[config.mk]
export PLATFORM = sky130hd
export DESIGN_NAME = msc_stack
export DESIGN_NICKNAME = d
export VERILOG_FILES = /design/src/msc_pkg.sv /design/src/msc_stack.sv
export SDC_FILE = /design/constraint.sdc
export NUM_CORES = 1
export LEC_CHECK = 0
export ABC_AREA = 1
export BUFFER_PORTS_ARGS = -buffer_cell sky130_fd_sc_hd__buf_2
export CORE_MARGIN = 3
export CORE_UTILIZATION = 45
export CTS_BUF_LIST = sky130_fd_sc_hd__clkbuf_4
export CTS_CLUSTER_SIZE = 20
export DETAILED_ROUTE_END_ITERATION = 6
export HOLD_SLACK_MARGIN = 0.1
export PLACE_DENSITY = 0.6
export SYNTH_ARGS = -nofsm -noshare
export SYNTH_HDL_FRONTEND = slang
export SYNTH_SLANG_ARGS = --single-unit
[constraint.sdc]
create_clock -name clk -period 5.2 [get_ports clk]
set_clock_uncertainty 0.05 [all_clocks]
set_input_delay 0.26 -clock clk [delete_from_list [all_inputs] [get_ports clk]]
set_output_delay 0.26 -clock clk [all_outputs]
set_load 0.02 [all_outputs]
[src/msc_pkg.sv]
package msc_pkg;

    localparam int DATA_W         = 32;
    localparam int COUNT_W        = 16;
    localparam int MAX_ELEMS_DEF  = 64;

    // Sequencer states
    typedef enum logic [3:0] {
        S_LOAD,
        S_POP,
        S_PUSH_R,
        S_PUSH_L,
        S_MRD,
        S_MSTEP,
        S_CRD,
        S_CWR,
        S_ORD,
        S_OSEND
    } state_t;

    // Range stack operations
    typedef enum logic [1:0] {
        STK_NOP,
        STK_PUSH,
        STK_POP,
        STK_WRITE_TOP
    } stack_op_t;

    // Saturating increment of a count
    function automatic logic [COUNT_W-1:0] sat_inc(input logic [COUNT_W-1:0] c);
        sat_inc = (c == {COUNT_W{1'b1}}) ? c : c + COUNT_W'(1);
    endfunction

endpackage

[src/msc_stack.sv]
module msc_stack
    import msc_pkg::*;
#(
    parameter int MAX_ELEMS = MAX_ELEMS_DEF
)
(
    input  logic                         clk,
    input  logic                         rst_n,
    input  stack_op_t                    op,
    input  logic [$clog2(MAX_ELEMS)-1:0] push_lo,
    input  logic [$clog2(MAX_ELEMS)-1:0] push_hi,
    input  logic                         push_exp,
    output logic [$clog2(MAX_ELEMS)-1:0] top_lo,
    output logic [$clog2(MAX_ELEMS)-1:0] top_hi,
    output logic                         top_exp,
    output logic                         empty
);

    localparam int AW = $clog2(MAX_ELEMS);
    localparam int SD = 2 * AW + 2;
    localparam int PW = $clog2(SD + 1);
    localparam int IW = $clog2(SD);

    logic [AW-1:0] lo_reg  [SD];
    logic [AW-1:0] hi_reg  [SD];
    logic          exp_reg [SD];
    logic [PW-1:0] ptr_reg;
    logic [PW-1:0] ptr_next;
    logic [IW-1:0] top_idx;
    logic [IW-1:0] wr_idx;
    logic          wr_en;

    assign top_idx = IW'(ptr_reg - PW'(1));
    assign empty   = (ptr_reg == '0);
    assign top_lo  = lo_reg[top_idx];
    assign top_hi  = hi_reg[top_idx];
    assign top_exp = exp_reg[top_idx];

    // Pointer and write control
    always_comb
    begin
        ptr_next = ptr_reg;
        wr_en    = 1'b0;
        wr_idx   = top_idx;
        case (op)
            STK_PUSH:
            begin
                ptr_next = ptr_reg + PW'(1);
                wr_en    = 1'b1;
                wr_idx   = IW'(ptr_reg);
            end
            STK_POP:
            begin
                ptr_next = ptr_reg - PW'(1);
            end
            STK_WRITE_TOP:
            begin
                wr_en = 1'b1;
            end
            default:
            begin
                ptr_next = ptr_reg;
            end
        endcase
    end

    always_ff @(posedge clk or negedge rst_n)
    begin
        if (!rst_n)
        begin
            ptr_reg <= '0;
        end
        else
        begin
            ptr_reg <= ptr_next;
        end
    end

    // Entry storage
    always_ff @(posedge clk)
    begin
        if (wr_en)
        begin
            lo_reg[wr_idx]  <= push_lo;
            hi_reg[wr_idx]  <= push_hi;
            exp_reg[wr_idx] <= push_exp;
        end
    end

endmodule
* After elaboration in Yosys (flattened, before gate mapping)
Memory sizes are Yosys's and may differ from the RTL's.
Cells that the tools add are included.
** Word-level totals
- Input bits :: 17
- RAM bits :: 182
- Register bits after elaboration :: 4
- Memories :: 3
** Memory list
- hi_reg :: words 14, width 6, rd ports 1, clocked after memory_dff 0, wr ports 1, line msc_stack.sv:25 : logic [AW-1:0] hi_reg [SD];
- lo_reg :: words 14, width 6, rd ports 1, clocked after memory_dff 0, wr ports 1, line msc_stack.sv:24 : logic [AW-1:0] lo_reg [SD];
- exp_reg :: words 14, width 1, rd ports 1, clocked after memory_dff 0, wr ports 1, line msc_stack.sv:26 : logic exp_reg [SD];
** Operators by class
- Mux-type cells :: 5
- Reductions and logical operators :: 3
- Equal/unequal tests :: 3
- Add/subtract/negate cells :: 2
** Operators with widths (count)
- $pmux W4 S2 :: 1
- $add A4 B1 Y4 const B :: 1
- $eq A2 B2 Y1 const B :: 2
- $logic_not A4 Y1 :: 1
- $mux W4 :: 1
- $sub A4 B1 Y4 const B :: 1
- $mux W1 :: 3
- $eq A2 B1 Y1 const B :: 1
- $reduce_bool A2 Y1 :: 1
- $reduce_or A2 Y1 :: 1

* Logic depth before layout (Yosys ltp)
Gate-level depths: netlist of run 1.
- Depth in word-level cells :: 5
- Mapped depth :: 13

* Worst setup path after synthesis of run 1
No wires, ideal clock.
- Kind :: flip-flop to flip-flop
- Start :: register ptr_reg[0]
- End :: memory exp_reg[10], enable pin
- Arrival time :: 2.316 ns
- Setup slack :: 2.452 ns
- Required time :: 4.768 ns
- Stages on the path, launching flop included :: 10
- Cell sequence :: dfrtp_1 -> buf_4 -> inv_4 -> buf_6 -> buf_2 -> ha_1 -> buf_4 -> o21ai_0 -> nand3_1 -> nor2_1
** Between the ends
- Longest elaborated chain between the ends :: 2
** Ends and longest elaborated chain
- start: declaration :: line msc_stack.sv:27 : logic [PW-1:0] ptr_reg;
- start signal: assignment :: line msc_stack.sv:75 : ptr_reg <= ptr_next;
- $sub A4 B1 Y4 :: line msc_stack.sv:33 : assign top_idx = IW'(ptr_reg - PW'(1));
- $mux W4 (*) :: line msc_stack.sv:45 : case (op)
- end: declaration :: line msc_stack.sv:26
Every way passes the cells marked *; elsewhere a longest branch is shown, timed or not.

* Worst setup path after layout of run 1
- Start :: register ptr_reg[1]
- End :: output port top_hi[3]
** Between the ends
- Longest elaborated chain between the ends :: 2
** Ends and longest elaborated chain
- $sub A4 B1 Y4 :: line msc_stack.sv:33
- $mem_v2 Z14 W6
- end: declaration :: line msc_stack.sv:14 : output logic [$clog2(MAX_ELEMS)-1:0] top_hi,
No other way between the ends.

==> results of run 1 <==
critical path, cell delays in order (launching register included):
cell and delay [ps]:
dfrtp_1 530, inv_1 80, ha_2 730, buf_4 410
inv_2 280, nand3_1 160, nand3_1 80, nand3_1 100
nand2_1 120, buf_2 190
cells in the mapped netlist (5+ instances only):
| cell type | count | area [um2] |
|---|---|---|
| buf_2 | 12 | 60.1 |
| buf_6 | 11 | 124 |
| inv_1 | 85 | 319 |
| buf_4 | 9 | 67.6 |
| nand3_1 | 104 | 521 |
| edfxtp_1 | 182 | 5470 |
| nor2_2 | 6 | 37.5 |
| ha_1 | 5 | 62.6 |
| nor2_1 | 62 | 233 |
| o21ai_1 | 14 | 70.1 |
| nand2_1 | 263 | 987 |
cells in the final DEF (no fill, tap or decap), drive strengths merged:
cell         netlist  final
bufinv             0      2
clkinv             0      8
nand4              1      1
a21oi              2      2
ha                 5      5
clkbuf             4     17
dlygate4sd3        0     16
diode              0      2
or2                1      1
nor2              69     69
o21ai             18     18
inv               90     90
xor2               1      1
dfrtp              4      4
buf               34     50
xnor2              2      2
edfxtp           182    182
nand3            105    105
nand2            268    268
clkinvlp           0      4
a22oi              1      1
cells by family (layout without fill, tap and decap cells):
| kind of cell | after synthesis | after routing | share of synthesized area [%] |
|---|---|---|---|
| other | 0 | 2 | 0 |
| AO/OA/AOI/OAI | 21 | 21 | 1.35 |
| XOR/XNOR | 3 | 3 | 0.410 |
| buffers and inverters | 128 | 187 | 7.59 |
| flip-flops | 186 | 186 | 67.5 |
| adder cells (fa/ha/maj) | 5 | 5 | 0.759 |
| AND/OR/NAND/NOR | 444 | 444 | 22.4 |
routing by layer:
metal	vias up	share of wire (%)	global-route usage [%]
met5	-	0	0
met4	0	2.5	7.22
met3	25	5.9	3.88
met2	171	47	30.2
met1	2698	45	27.6
li1	2661	-	-
path summary, 6_finish.rpt:
| kind | from | endpoint | slack (ps) | cells past startpoint |
|---|---|---|---|---|
| setup / recovery | ptr_reg[1] | top_hi[3] | 1630 | 9 |
| hold / removal | op[0] | ptr_reg[0] | 170 | 4 |
| setup reg to reg | ptr_reg[1] | hi_reg[6][4] | 2020 | 5 |
| hold reg to reg | ptr_reg[3] | ptr_reg[3] | 610 | 2 |
| max in group asynchronous | rst_n | ptr_reg[0] | 4220 | 3 |
| min in group asynchronous | rst_n | ptr_reg[2] | 630 | 3 |
power breakdown:
part           internal [W]  switching [W]  total [W]
logic              0.000731        0.00177    0.00250
clock network      0.000275       0.000476   0.000751
registers           0.00183      0.0000634    0.00189
area by class of cell:
class / count / area [um2] / area share (%)
multi-input cells: 473 / 2060 / 22.9
clock buffers: 17 / 128 / 1.42
inverters: 90 / 340 / 3.79
flip-flops and latches: 186 / 5570 / 62.0
repair buffers: 66 / 460 / 5.13
diodes: 2 / 5.00 / 0.0558
well taps: 225 / 282 / 3.14
clock inverters: 14 / 133 / 1.48
per-stage QoR:
stage / hold slack (ps) / setup WS (ps) / power [W] / utilization (%) / area [um2]
after floorplan: -85.6 / 2450 / 0.00381 / - / 8250
after global placement: 62.5 / 2150 / 0.00440 / 48.6 / 8550
after detailed placement: 61.5 / 2050 / 0.00443 / 48.6 / 8550
after CTS: 121 / 1560 / 0.00518 / 51.0 / 8970
after global routing: 153 / 1340 / 0.00552 / 51.0 / 8970
final: 165 / 1630 / 0.00514 / 51.0 / 8970
repair_timing:
item	in CTS	in global routing
endpoints found under the hold margin	189	0
hold buffers	16	0
buffers inserted	0	0
==> impl_metrics.ini, run 1 <==
[power]
vdd_drop_max_uv = 346
power_leakage_nw = 3.68
p_per_area_nw_per_um2 = 573

[global_route]
grt_first_pass_wirelength_mm = 29.5
grt_start_max_net_pins = 95
antenna_found_initial = 2
grt_pass1_vias = 5382
track_usage_pct = 19.5
grt-ovfl-total = 0

[finish]
syn2layout_area_growth_pct = 8.80
nFillCells = 1615
layout.nets = 856
drive_gt1_share_pct = 11.8
stdcell_count = 1073

[detailed_routing]
finalWirelength_mm = 18.9
drtAntennaViolNets = 0
wl_per_cell_um = 17.7
via_per_inst = 5.18
drtIter0Drc = 529
route.vias.total = 5555
drc = 0
first_pass_iters = 7

[setup_path]
cp-end-kind = output pin
path_class = reg -> out
cp_max_fo = 31
start_kind = flop
arrival_ps = 3260
required_ps = 4890

[logic_synthesis]
ys_types = 29
seq_area_frac_synth_pct = 67.5
synthCells = 787
avgSynthCellArea_um2 = 10.5
dominantRegCellSynth = edfxtp_1
synth-edff-count = 182
syn_nets = 809
yosys_register_bits = 186
ys_async_sr_fraction_pct = 2.15
yosysWarnings = 0
synth_area_um2 = 8250

[clock_tree]
htreeDepth = 4
clk_transition_reported_paths_ps = 140
numCtsBuffers = 17
cts-resized-gates = 0
cts.sinks = 186
cts-root-buf = clkbuf_4
cts_buffer_depth = 2
insertion_delay_ps = 550
cts_tree = done

[placement]
portBuffers = 30
placed_cells = 1024
gp_congestion = 0.899
dpl.hpwl_mm = 11.7

[timing]
tightestPinTransition_ps = 1200
finalSetupTns_ps = 0
finalSetupViolations = 0
fmaxAchievable_mhz = 280
max_slew_margin_pct = 19.6
rsz0062_at_grt = false
final_max_slew_viol_count = 0
hold_viol = 0
period_minus_slack_ps = 3570
min_period_over_period_pct = 68.7

[floorplan]
core_um2 = 17600
initial_utilization_pct = 46.9
die_x_um = 141
ioPinCount = 31
die_area_um2 = 20000
die_y_um = 141
rows = 48

[worst_hold_path]
hold_class = in -> reg

[flow_run]
max-cap-violations = 0

[outcome]
outcome = complete, no violations
Note: power is estimated with default switching activity, not from simulation.
==> run 2, diff against run 1 <==
Settings changed: PLACE_DENSITY 0.6 to 0.62.
Clock period 5.2 ns to 2.9 ns, I/O delays scaled along.
==> impl_metrics.ini, run 2 (same netlist as run 1, synthesis figures left out) <==
[placement]
gp_congestion = 0.898
dpl.hpwl_mm = 12.4
placed_area_um2 = 8610
portBuffers = 30

[detailed_routing]
drc = 0
wl_met2_mm = 8.68
via_per_inst = 5.18
drtIter0Drc = 567
met1_length_mm = 8.80
drtAntennaViolNets = 0
route.vias.total = 5602
wl_per_cell_um = 17.7
highest_layer = met4
first_pass_iters = 6
route.met3.wl_mm = 1.40
finalWirelength_mm = 19.1

[setup_path]
cp-end-kind = output pin
rrSetupSlack_ps = 530
r2r_start = ptr_reg[0]
arrival_ps = 2480
cp_max_fo = 50
start_kind = flop
crit_start = ptr_reg[0]
required_ps = 2710
path_class = reg -> out

[finish]
final_cell_mix = nand2_1 (263), edfxtp_1 (182), nand3_1 (104)
drive_gt1_share_pct = 13.1
final_common_cell = nand2_1
nFillCells = 1570
syn2layout_area_growth_pct = 10.1
post-route-cell-area_um2 = 9080
layout.nets = 867

[floorplan]
rows = 48
ioPinCount = 31
core_um2 = 17600
die_y_um = 141
initial_utilization_pct = 46.9
die_x_um = 141
die_area_um2 = 20000

[timing]
finalSetupViolations = 0
final_max_slew_viol_count = 0
max_slew_margin_pct = 49.5
fmaxAchievable_mhz = 373
finalSetupTns_ps = 0
tightestPinTransition_ps = 758
min_period_over_period_pct = 92.4
hold_viol = 0
rsz0062_at_grt = false
period_minus_slack_ps = 2680

[global_route]
grt_start_max_net_pins = 97
track_usage_pct = 19.6
grt_first_pass_wirelength_mm = 29.6
grt_pass1_vias = 5228
grt-ovfl-total = 0
antenna_found_initial = 1

[power]
vdd_drop_max_uv = 576
power.switching_w = 0.00424
seqPwrFrac_pct = 36.1
power_leakage_nw = 3.75
p_clk_share_pct = 13.4
internal_power_w = 0.00516
switching_share_pct = 45.1
power_frac_comb_pct = 50.5
p_per_area_nw_per_um2 = 1040

[worst_hold_path]
hold_class = in -> reg
hp-start = push_lo[3]

[clock_tree]
cts.sinks = 186
cts_tree = done
cts_buffer_depth = 2
cts-root-buf = clkbuf_4
numCtsBuffers = 17
clk_transition_reported_paths_ps = 130
htreeDepth = 4
post_cts_buffers = 0
insertion_delay_ps = 540

[outcome]
outcome = complete, no violations

[flow_run]
max-cap-violations = 0
[run 2: stage by stage]
stage / hold slack [ps] / setup WS (ps) / util (%) / power (W) / std cells
after floorplan: -201 / 152 / - / 0.00684 / 787
after global placement: -92.1 / 377 / 49.0 / 0.00801 / 1033
after detailed placement: -88.0 / 321 / 49.0 / 0.00807 / 1033
after CTS: 443 / 16.2 / 51.4 / 0.00938 / 1080
after global routing: 453 / 42.7 / 51.6 / 0.0100 / 1081
final: 483 / 220 / 51.6 / 0.00940 / 1081
[run 2: layout make-up]
type | instances | area (um2) | area share, %
sequential | 186 | 5570 | 61.3
multi-input combinational | 473 | 2070 | 22.8
timing repair buffer | 77 | 571 | 6.29
inverter | 90 | 343 | 3.78
tap | 225 | 282 | 3.10
clock buffer | 22 | 165 | 1.82
clock inverter | 7 | 73.8 | 0.813
antenna | 1 | 2.50 | 0.0276
[run 2: power groups by stage]
stage               combinational (W)  sequential [W]  clock, W
floorplan                     0.00343         0.00341         0
global placement              0.00457         0.00344         0
detailed placement            0.00462         0.00345         0
CTS                           0.00470         0.00339   0.00130
global route                  0.00521         0.00342   0.00141
finish                        0.00475         0.00339   0.00126
[run 2: worst paths after layout]
kind	to	cells after the start
max	top_hi[1]	10
min	lo_reg[6][3]	2
max reg2reg	hi_reg[11][0]	6
min reg2reg	ptr_reg[1]	2
max in group asynchronous	ptr_reg[1]	3
min in group asynchronous	ptr_reg[2]	3
[run 2: layer usage]
metal | vias to the layer above | GRT usage, %
met1 | 2677 | 29.4
met4 | 0 | 4.95
met5 | - | 0
met3 | 18 | 3.91
li1 | 2686 | -
met2 | 221 | 29.6
[run 2: critical path, cell delays in order (launching register included)]
cell and delay [ps]:
dfrtp_2 450, inv_4 70, buf_6 300, buf_8 340
nand2_1 90, nand2_1 80, nor2_1 50, nor2_1 130
nand2_1 70, nand2_1 110, buf_2 180
[run 2: repair_timing]
item / in CTS / in global routing
endpoints found under the setup margin: 13 / 13
endpoints found under the hold margin: 190 / 0
resized for setup: 3 / 8
hold buffers: 18 / 0
